File: config.mk
export PLATFORM = sky130hd
export DESIGN_NAME = periodic_timer_table
export DESIGN_NICKNAME = d
export VERILOG_FILES = /design/src/rtl/core/ptt_pkg.sv /design/src/rtl/core/periodic_timer_table.sv /design/src/rtl/core/ptt_rem_div.sv
export SDC_FILE = /design/constraint.sdc
export NUM_CORES = 2
export LEC_CHECK = 0
export BUFFER_PORTS_ARGS = -buffer_cell sky130_fd_sc_hd__buf_2
export CAP_MARGIN = 20
export CORE_ASPECT_RATIO = 0.6
export CORE_MARGIN = 4
export CORE_UTILIZATION = 50
export CTS_CLUSTER_DIAMETER = 40
export CTS_CLUSTER_SIZE = 16
export DETAILED_ROUTE_END_ITERATION = 8
export GPL_ROUTABILITY_DRIVEN = 0
export MAX_ROUTING_LAYER = met4
export PLACE_DENSITY = 0.74
export SYNTH_ARGS = -nofsm -noshare
export SYNTH_HDL_FRONTEND = slang
export SYNTH_SLANG_ARGS = --single-unit
File: constraint.sdc
create_clock -name clk -period 21.7 [get_ports clk]
set_input_delay 2.17 -clock clk [delete_from_list [all_inputs] [get_ports clk]]
set_output_delay 2.17 -clock clk [all_outputs]
set_load 0.05 [all_outputs]
File: src/rtl/core/ptt_pkg.sv
// Shared types and codes for the periodic timer table.
package ptt_pkg;

    localparam int TIME_W   = 48;
    localparam int IVAL_W   = 32;
    localparam int ID_W     = 4;
    localparam int COUNT_W  = 5;
    localparam int MAX_IDS  = 16;

    typedef enum logic [1:0] {
        ACT_ADD    = 2'd0,
        ACT_REMOVE = 2'd1,
        ACT_UPDATE = 2'd2,
        ACT_NONE   = 2'd3
    } action_t;

    typedef enum logic [1:0] {
        STAT_OK        = 2'd0,
        STAT_BAD_IVAL  = 2'd1,
        STAT_USED      = 2'd2,
        STAT_NOT_FOUND = 2'd3
    } status_t;

    typedef enum logic {
        KIND_STATUS = 1'b0,
        KIND_FIRE   = 1'b1
    } kind_t;

    typedef struct packed {
        logic [1:0]        action;
        logic [ID_W-1:0]   timer_id;
        logic [IVAL_W-1:0] interval;
        logic [TIME_W-1:0] now;
    } req_t;

    typedef struct packed {
        logic               kind;
        logic [1:0]         status;
        logic [ID_W-1:0]    fired_id;
        logic [COUNT_W-1:0] active_count;
        logic               last;
    } rsp_t;

    typedef struct packed {
        logic [IVAL_W-1:0] interval;
        logic [TIME_W-1:0] deadline;
    } slot_entry_t;

endpackage

File: src/rtl/core/periodic_timer_table.sv
// Periodic timer table: slot memory, command sequencer and response register.
//
//  channel | signals                  | moves
//  --------+--------------------------+-----------------------------------
//  request | req_valid req_ready req  | add, remove or update command
//  result  | rsp_valid rsp_ready rsp  | status, fire and done results
//
// Add, remove and unused commands give a single result each. Update walks the
// slots in order, gives a fire result for each due slot and then a done result;
// a due slot waits on the 48-step remainder divider for its new deadline.
// Reset clears all slots at once; slot memory needs no clearing pass.
// A stalled result holds the sequencer only where it has a next result to give.
module periodic_timer_table
    import ptt_pkg::*;
#(
    parameter int NUM_TIMERS = 16
)
(
    input  logic clk,
    input  logic rst_n,
    input  logic req_valid,
    output logic req_ready,
    input  req_t req,
    output logic rsp_valid,
    input  logic rsp_ready,
    output rsp_t rsp
);

    localparam int SLOTS = (NUM_TIMERS < MAX_IDS) ? NUM_TIMERS : MAX_IDS;
    localparam int IDX_W = (SLOTS > 1) ? $clog2(SLOTS) : 1;

    typedef enum logic [2:0] {
        S_IDLE,
        S_CMD,
        S_RD,
        S_CHK,
        S_DIV,
        S_FIRE,
        S_DONE
    } state_t;

    localparam logic [TIME_W-1:0] TIME_TOP = {TIME_W{1'b1}};

    state_t             state_reg, state_next;
    req_t               req_reg, req_next;
    logic [IDX_W-1:0]   idx_reg, idx_next;
    logic [SLOTS-1:0]   valid_reg, valid_next;
    logic [COUNT_W-1:0] active_reg, active_next;
    logic               rsp_valid_reg, rsp_valid_next;
    rsp_t               rsp_reg, rsp_next;

    slot_entry_t        mem [SLOTS];
    slot_entry_t        rdata_reg;
    logic               mem_we;
    logic [IDX_W-1:0]   mem_waddr;
    slot_entry_t        mem_wdata;

    logic               div_start, div_busy, div_done;
    logic [IVAL_W-1:0]  div_rem;

    logic               emit_ok;
    logic               id_in_range;
    logic [IDX_W-1:0]   req_idx;
    logic [TIME_W:0]    add_sum;
    logic [TIME_W-1:0]  add_deadline;
    logic [TIME_W-1:0]  fire_base;
    logic [TIME_W:0]    fire_sum;
    logic [TIME_W-1:0]  fire_deadline;
    logic               last_slot;

    ptt_rem_div u_div (
        .clk       (clk),
        .rst_n     (rst_n),
        .start     (div_start),
        .dividend  (req_reg.now - rdata_reg.deadline),
        .divisor   (rdata_reg.interval),
        .busy      (div_busy),
        .done      (div_done),
        .remainder (div_rem)
    );

    always_comb
    begin
        emit_ok     = !rsp_valid_reg || rsp_ready;
        id_in_range = ({1'b0, req_reg.timer_id} < (ID_W + 1)'(SLOTS));
        req_idx     = IDX_W'(req_reg.timer_id);
        add_sum     = {1'b0, req_reg.now} + (TIME_W + 1)'(req_reg.interval);
        add_deadline  = add_sum[TIME_W] ? TIME_TOP : add_sum[TIME_W-1:0];
        fire_base     = req_reg.now - TIME_W'(div_rem);
        fire_sum      = {1'b0, fire_base} + (TIME_W + 1)'(rdata_reg.interval);
        fire_deadline = fire_sum[TIME_W] ? TIME_TOP : fire_sum[TIME_W-1:0];
        last_slot     = (idx_reg == IDX_W'(SLOTS - 1));

        state_next     = state_reg;
        req_next       = req_reg;
        idx_next       = idx_reg;
        valid_next     = valid_reg;
        active_next    = active_reg;
        rsp_valid_next = rsp_valid_reg && !rsp_ready;
        rsp_next       = rsp_reg;
        mem_we         = 1'b0;
        mem_waddr      = idx_reg;
        mem_wdata      = '{interval: rdata_reg.interval, deadline: fire_deadline};
        div_start      = 1'b0;

        unique case (state_reg)
            S_IDLE:
            begin
                if (req_valid)
                begin
                    req_next = req;
                    idx_next = '0;
                    state_next = (req.action == ACT_UPDATE) ? S_RD : S_CMD;
                end
            end
            S_CMD:
            begin
                if (emit_ok)
                begin
                    rsp_valid_next        = 1'b1;
                    rsp_next.kind         = KIND_STATUS;
                    rsp_next.status       = STAT_OK;
                    rsp_next.fired_id     = req_reg.timer_id;
                    rsp_next.last         = 1'b1;
                    rsp_next.active_count = active_reg;
                    state_next            = S_IDLE;
                    if (req_reg.action == ACT_ADD)
                    begin
                        priority if (req_reg.interval == '0)
                            rsp_next.status = STAT_BAD_IVAL;
                        else if (!id_in_range)
                            rsp_next.status = STAT_NOT_FOUND;
                        else if (valid_reg[req_idx])
                            rsp_next.status = STAT_USED;
                        else
                        begin
                            valid_next[req_idx]   = 1'b1;
                            active_next           = active_reg + 1'b1;
                            rsp_next.active_count = active_reg + 1'b1;
                            mem_we                = 1'b1;
                            mem_waddr             = req_idx;
                            mem_wdata = '{interval: req_reg.interval, deadline: add_deadline};
                        end
                    end
                    else if (req_reg.action == ACT_REMOVE)
                    begin
                        if (!id_in_range || !valid_reg[req_idx])
                            rsp_next.status = STAT_NOT_FOUND;
                        else
                        begin
                            valid_next[req_idx]   = 1'b0;
                            active_next           = active_reg - 1'b1;
                            rsp_next.active_count = active_reg - 1'b1;
                        end
                    end
                end
            end
            S_RD:
            begin
                if (valid_reg[idx_reg])
                    state_next = S_CHK;
                else if (last_slot)
                    state_next = S_DONE;
                else
                    idx_next = idx_reg + 1'b1;
            end
            S_CHK:
            begin
                if (req_reg.now < rdata_reg.deadline)
                begin
                    if (last_slot)
                        state_next = S_DONE;
                    else
                    begin
                        idx_next   = idx_reg + 1'b1;
                        state_next = S_RD;
                    end
                end
                else
                begin
                    div_start  = 1'b1;
                    state_next = S_DIV;
                end
            end
            S_DIV:
            begin
                if (div_done)
                begin
                    mem_we     = 1'b1;
                    state_next = S_FIRE;
                end
            end
            S_FIRE:
            begin
                if (emit_ok)
                begin
                    rsp_valid_next        = 1'b1;
                    rsp_next.kind         = KIND_FIRE;
                    rsp_next.status       = STAT_OK;
                    rsp_next.fired_id     = ID_W'(idx_reg);
                    rsp_next.active_count = active_reg;
                    rsp_next.last         = 1'b0;
                    if (last_slot)
                        state_next = S_DONE;
                    else
                    begin
                        idx_next   = idx_reg + 1'b1;
                        state_next = S_RD;
                    end
                end
            end
            S_DONE:
            begin
                if (emit_ok)
                begin
                    rsp_valid_next        = 1'b1;
                    rsp_next.kind         = KIND_STATUS;
                    rsp_next.status       = STAT_OK;
                    rsp_next.fired_id     = '0;
                    rsp_next.active_count = active_reg;
                    rsp_next.last         = 1'b1;
                    state_next            = S_IDLE;
                end
            end
            default:
            begin
                state_next = S_IDLE;
            end
        endcase
    end

    always_ff @(posedge clk or negedge rst_n)
    begin
        if (!rst_n)
        begin
            state_reg     <= S_IDLE;
            idx_reg       <= '0;
            valid_reg     <= '0;
            active_reg    <= '0;
            rsp_valid_reg <= 1'b0;
        end
        else
        begin
            state_reg     <= state_next;
            idx_reg       <= idx_next;
            valid_reg     <= valid_next;
            active_reg    <= active_next;
            rsp_valid_reg <= rsp_valid_next;
        end
    end

    always_ff @(posedge clk)
    begin
        req_reg <= req_next;
        rsp_reg <= rsp_next;
    end

    always_ff @(posedge clk)
    begin
        if (mem_we)
            mem[mem_waddr] <= mem_wdata;
        rdata_reg <= mem[idx_reg];
    end

    assign req_ready = (state_reg == S_IDLE);
    assign rsp_valid = rsp_valid_reg;
    assign rsp       = rsp_reg;

    a_count_matches: assert property (@(posedge clk) disable iff (!rst_n)
        active_reg == COUNT_W'($countones(valid_reg)))
        else $error("active count differs from occupied slots");

    a_fire_not_last: assert property (@(posedge clk) disable iff (!rst_n)
        rsp_valid_reg && rsp_reg.kind == KIND_FIRE |-> !rsp_reg.last
            && rsp_reg.status == STAT_OK)
        else $error("fire result marked last or with status");

    a_div_idle_start: assert property (@(posedge clk) disable iff (!rst_n)
        div_start |-> !div_busy && state_reg == S_CHK)
        else $error("divider started while busy");

    a_div_done_in_div: assert property (@(posedge clk) disable iff (!rst_n)
        div_done |-> state_reg == S_DIV)
        else $error("divider result outside its wait state");

endmodule

File: src/rtl/core/ptt_rem_div.sv
// Bit-serial restoring divider that yields the remainder of elapsed time by interval.
module ptt_rem_div
    import ptt_pkg::*;
(
    input  logic              clk,
    input  logic              rst_n,
    input  logic              start,
    input  logic [TIME_W-1:0] dividend,
    input  logic [IVAL_W-1:0] divisor,
    output logic              busy,
    output logic              done,
    output logic [IVAL_W-1:0] remainder
);

    localparam int CNT_W = $clog2(TIME_W + 1);

    logic [TIME_W-1:0] dvd_reg;
    logic [IVAL_W-1:0] dvs_reg;
    logic [IVAL_W-1:0] rem_reg;
    logic [CNT_W-1:0]  cnt_reg;
    logic              busy_reg;
    logic              done_reg;
    logic [IVAL_W:0]   trial;
    logic [IVAL_W-1:0] rem_next;

    always_comb
    begin
        trial = {rem_reg, dvd_reg[TIME_W-1]};
        if (trial >= {1'b0, dvs_reg})
            rem_next = IVAL_W'(trial - {1'b0, dvs_reg});
        else
            rem_next = trial[IVAL_W-1:0];
    end

    always_ff @(posedge clk or negedge rst_n)
    begin
        if (!rst_n)
        begin
            busy_reg <= 1'b0;
            done_reg <= 1'b0;
            cnt_reg  <= '0;
        end
        else
        begin
            done_reg <= 1'b0;
            if (start)
            begin
                busy_reg <= 1'b1;
                cnt_reg  <= CNT_W'(TIME_W);
            end
            else if (busy_reg)
            begin
                cnt_reg <= cnt_reg - 1'b1;
                if (cnt_reg == CNT_W'(1))
                begin
                    busy_reg <= 1'b0;
                    done_reg <= 1'b1;
                end
            end
        end
    end

    always_ff @(posedge clk)
    begin
        if (start)
        begin
            dvd_reg <= dividend;
            dvs_reg <= divisor;
            rem_reg <= '0;
        end
        else if (busy_reg)
        begin
            dvd_reg <= {dvd_reg[TIME_W-2:0], 1'b0};
            rem_reg <= rem_next;
        end
    end

    assign busy      = busy_reg;
    assign done      = done_reg;
    assign remainder = rem_reg;

endmodule

Yosys cells after proc, flatten, opt, wreduce, memory -nomap -nowiden
Memories as Yosys holds them, arrays and structs flattened. A register that Yosys moved wholly into a read port is not among the register bits.
Index checks and enable logic that the tools add are counted.
Word-level totals
  bits in registers: 248
  bits in writable memories: 1280
  output and inout port bits: 15
  word-level logic and storage cells: 156
  memories kept: 1
Cells by class
  add/subtract/negate cells: 9
  order comparisons: 5
  eq/ne operators: 21
  multiplexer cells: 76
  bitwise gates (word level): 3
  reduce and logical (&&, ||, !) cells: 21
Memory list
  mem: words 16, width 80, read ports 1, clocked after memory_dff 1, wr ports 1, line periodic_timer_table.sv:52  | slot_entry_t mem [SLOTS];
Operators by type and width (count)
  2-to-1 mux 80 bit: 5
  2-to-1 mux 48 bit: 4
  adder 48 x 32 -> 49 bit: 2
  2-to-1 mux 16 bit: 5
  less-than comparator 48 bit: 1
  subtractor 48 x 32 -> 48 bit: 1
  subtractor 48 bit: 1
  2-to-1 mux 4 bit: 10
  2-to-1 mux 13 bit: 3
  one-hot mux 13 bit (3 select lines): 1
  greater-or-equal comparator 33 x 32 -> 1 bit: 1
  zero test 32 bit: 1
  2-to-1 mux 32 bit: 1
  subtractor 32 bit: 1
  2-to-1 mux 5 bit: 5
  2-to-1 mux 3 bit: 8
  2-to-1 mux 1 bit: 20
  one-hot mux 3 bit (6 select lines): 1
  bitwise AND 16 bit: 1
  inequality test 2 bit (second input constant): 8
  NOT 16 bit: 1
  OR 16 bit: 1
  one-hot mux 4 bit (4 select lines): 1
  2-to-1 mux 2 bit: 6
  other kinds (33): 46

Logic depth before layout (Yosys ltp)
  depth after elaboration: 9
  gate-level depth with buffers: 25
  depth with buffers taken out: 23

Cells and area by module
From an unflattened synthesis, not the netlist that was laid out.
Second synthesis, totals
  cell total of the unflattened synthesis: 4280
  area total of the unflattened synthesis: 71217.1 um^2
By module, submodules not included
  periodic_timer_table: times used 1, cells an instance 3677, area an instance 64588.2 um^2
  ptt_rem_div: times used 1, cells an instance 603, area an instance 6628.9 um^2

Least setup slack after synthesis
OpenSTA, ideal clock, no wires.
  kind: input port to flip-flop
  start: in rsp_ready
  end: mem mem[0][0] (netlist bit) (enable)
  arrival: 6797 ps
  data required time: 21181 ps
  slack: 14383 ps
  stages on the path: 7
  buffers on the path: 2
  cells stage by stage: nor2b_1 -> nor3_1 -> and2_1 -> buf_6 -> buf_2 -> a31oi_1 -> nor2_1
On the way
  word-level cells in the longest chain between the ends: 5
  elaborated cells between the ends (all ways): 7
  those cells by class: 6 x mux; 1 x reduce/logical
RTL lines
  start: declaration: line periodic_timer_table.sv:25  | input logic rsp_ready,
  logical OR 1 bit *: line periodic_timer_table.sv:84  | emit_ok = !rsp_valid_reg || rsp_ready;
  2-to-1 mux 1 bit: line periodic_timer_table.sv:118  | if (emit_ok)
  one-hot mux 1 bit (2 select lines): line periodic_timer_table.sv:106  | unique case (state_reg)
  2-to-1 mux 1 bit: line periodic_timer_table.sv:260  | if (mem_we)
  2-to-1 mux 1 bit (not written as such): line periodic_timer_table.sv:261  | mem[mem_waddr] <= mem_wdata;
  end: declaration: line periodic_timer_table.sv:52
Every way passes the cells marked *; elsewhere a longest branch is shown, timed or not.

==> flow_summary.yaml <==
outcome:
  run_status: "finished, final reports clean"
clock_tree:
  cts_root_buffer: "clkbuf_16"
  cts_setup_buffers: 0
  ctsHoldBuffers: 0
  path_clk_slew_ps: 70
  clk-insertion-delay-late_ps: 780
  cts.repair.resized: 0
  clock-sinks: 1608
  cts_made_buffers: 139
  clockBufferDepth: 3
  cts_tree: "built"
  h-tree-depth: 4
route:
  routed_wl_mm: 195.9
  drt_first_pass_iters: 6
  antenna_left: 0
  wl_per_cell_um: 29.73
  drtIter0Drc: 6444
  routed-via-count: 42840
  vias_per_cell: 6.500
  drc: 0
power_and_ir_drop:
  power_frac_seq: 0.395
  p_sw_frac: 0.3798
  total_power_mw: 13.48
  switchingPower_mw: 5.121
  ir_drop_mv: 0.1721
  combPwrFrac: 0.417
  leakage_nw: 27.00
  intPower_mw: 8.363
  powerDensity_mw_per_mm2: 171.0
  pwr-share-clk: 0.188
grt:
  grt_pass1_vias: 40490
  use_met1: 0.4097
  antenna_found_initial: 19
  grtUsageMet2: 0.3529
  met3_usage: 0.07921
  grt.overflow.total: 0
  top_usage_layer: "met1"
  grt_pass1_wl_mm: 284.8
  grt_usage: 0.2710
  grt_max_degree: 151
floorplan:
  initial_utilization: 0.5033
  die_height_um: 300.8
  die-area_mm2: 0.1492
  die_x_um: 495.9
  io_pins: 105
  core_area_mm2: 0.1419
  rows: 107
final_layout:
  drive_above_1_share: 0.1953
  largest_reg_flops: 1280
  layout_commonest_cell: "edfxtp_1"
  area_growth_pct: 10.40
  fin_nets: 4846
  final_cell_mix: "edfxtp_1 (1459), mux4_2 (410), nand2_1 (328), a21oi_1 (206), ha_1 (186)"
  utilization: 0.5556
sta:
  hold_violations: 0
  fin_crit_sh: 0.3422
  slew_viol_final: 0
  holdWs_ps: 510.8
  slew_headroom: 0.1053
  max_freq_mhz: 134.7
  rsz0062_at_grt: "false"
  final.setup.tns_ps: 0
  setup_viol: 0
  finClkSkew_ps: 34.39
  worst_pin_slew_ps: 1342
  fin_crit_ps: 7425
synth:
  synth_area_leaders: "edfxtp_1 (61%), mux4_2 (13%), ha_1 (3.3%)"
  synth-seq-area-share: 0.6578
  yosysWarnings: 0
  syn_inst: 4446
  synth_flop_cell: "edfxtp_1"
  ys_seq_elements: 1608
  synth_edf_count: 1459
  synth_top_area_frac: 0.6134
  synth_area_per_cell_um2: 16.06
  async_flop_share: 0.02301
  synth_nets: 4727
  synth_area_mm2: 0.07142
  yosys.area.top_type: "edfxtp_1"
  synth_cell_type_count: 89
critical_path:
  r2r-end: "mem[4][44]"
  rrSetupSlack_ps: 14280
  crit_chain: "ha_1, o211ai_1, a21oi_1, o21ai_0, a31oi_1, nor4_1, nor2_1, a21oi_1, xnor2_1, ha_1, nand4_1, nand2b_1, nor3_1, o2111ai_1, a222oi_1, and3_1, and4bb_4, nor2_4, buf_4, a22oi_1"
  crit_required_ps: 22110
  critical_path_class: "reg -> reg"
  cpPeakStageDelay_ps: 990
  worstSetupStartpoint: "req_reg[2]"
  crit_path_max_fanout: 30
  cp.arrival_ps: 7830
  rr_worst_depth: 20
  endpoint_kind: "register"
  reg2reg_from: "req_reg[2]"
  crit_slowest_cell: "a22oi_1"
  start_kind: "register"
worst_hold_path:
  min_path_type: "reg -> reg"
  worstHoldStart: "rdata_reg[53]"
  hold_depth: 0
  worstHoldEndpoint: "u_div.dvs_reg[5]"
placement:
  portBuffers: 104
  dp_hpwl_mm: 124.6
run:
  maxCapViolations: 0
[cells in the mapped netlist, drive strengths merged, types with 89 or more instances]
cell type / instances
nor2: 189
mux4: 410
inv: 171
a21oi: 207
edfxtp: 1459
ha: 186
xor2: 89
dfxtp: 112
a21o: 94
clkbuf: 137
o21ai: 153
xnor2: 96
nand2: 330
[power by group through the flow]
stage | clock [mW] | sequential (mW) | combinational, mW
after floorplan | 0 | 5.16 | 3.89
after detailed placement | 0 | 5.38 | 5.45
final | 2.53 | 5.33 | 5.62
after global placement | 0 | 5.37 | 5.33
after CTS | 2.57 | 5.32 | 5.49
after global routing | 2.72 | 5.35 | 6.04
[critical path: cells and delay by family (launching register included)]
family	cells	cell delay [ps]
flops	1	430
simple gates	8	2270
buf+inv	1	440
fa+ha+maj	2	790
xor+xnor	1	90
compound gates	8	3000
[layer usage]
layer | wire length (um) | share of wire
met4 | 5913 | 0.030
met2 | 80500 | 0.41
met3 | 28030 | 0.14
met5 | 0 | 0
met1 | 81490 | 0.42
[stage by stage]
stage	worst slack, ps	cell area, um2	instances
6_report	14280	78850	6590
5_1_grt	14020	78850	6588
4_1_cts	14680	78820	6581
3_5_place_dp	14690	74240	6330
3_3_place_gp	14880	74220	6328
2_1_floorplan	14380	71420	4446
[layout make-up]
| type | instances | area [um2] |
|---|---|---|
| tap | 1907 | 2386 |
| sequential | 1608 | 47000 |
| clock buffer | 189 | 3737 |
| antenna | 8 | 20.02 |
| clock inverter | 62 | 845.8 |
| fill | 10820 | 63060 |
| multi-input combinational | 2471 | 23150 |
| timing repair buffer | 174 | 1071 |
| inverter | 171 | 641.9 |
[cell families after synthesis]
family	synth area share
flops	0.6578
simple gates	0.05855
xor+xnor	0.02269
mux	0.1352
compound gates	0.07167
buf+inv	0.02015
fa+ha+maj	0.03399
[worst max path at each step]
| stage | to | slack, ps | depth (start not counted) |
|---|---|---|---|
| after global placement | mem[4][40] | 14880 | 21 |
| after detailed placement | mem[4][40] | 14690 | 20 |
| after CTS | mem[10][27] | 14680 | 20 |
| after floorplan | mem[0][0] | 14380 | 7 |
| final | mem[4][44] | 14280 | 20 |
| after global routing | mem[2][6] | 14020 | 21 |
Note: power is estimated with default switching activity, not from simulation.
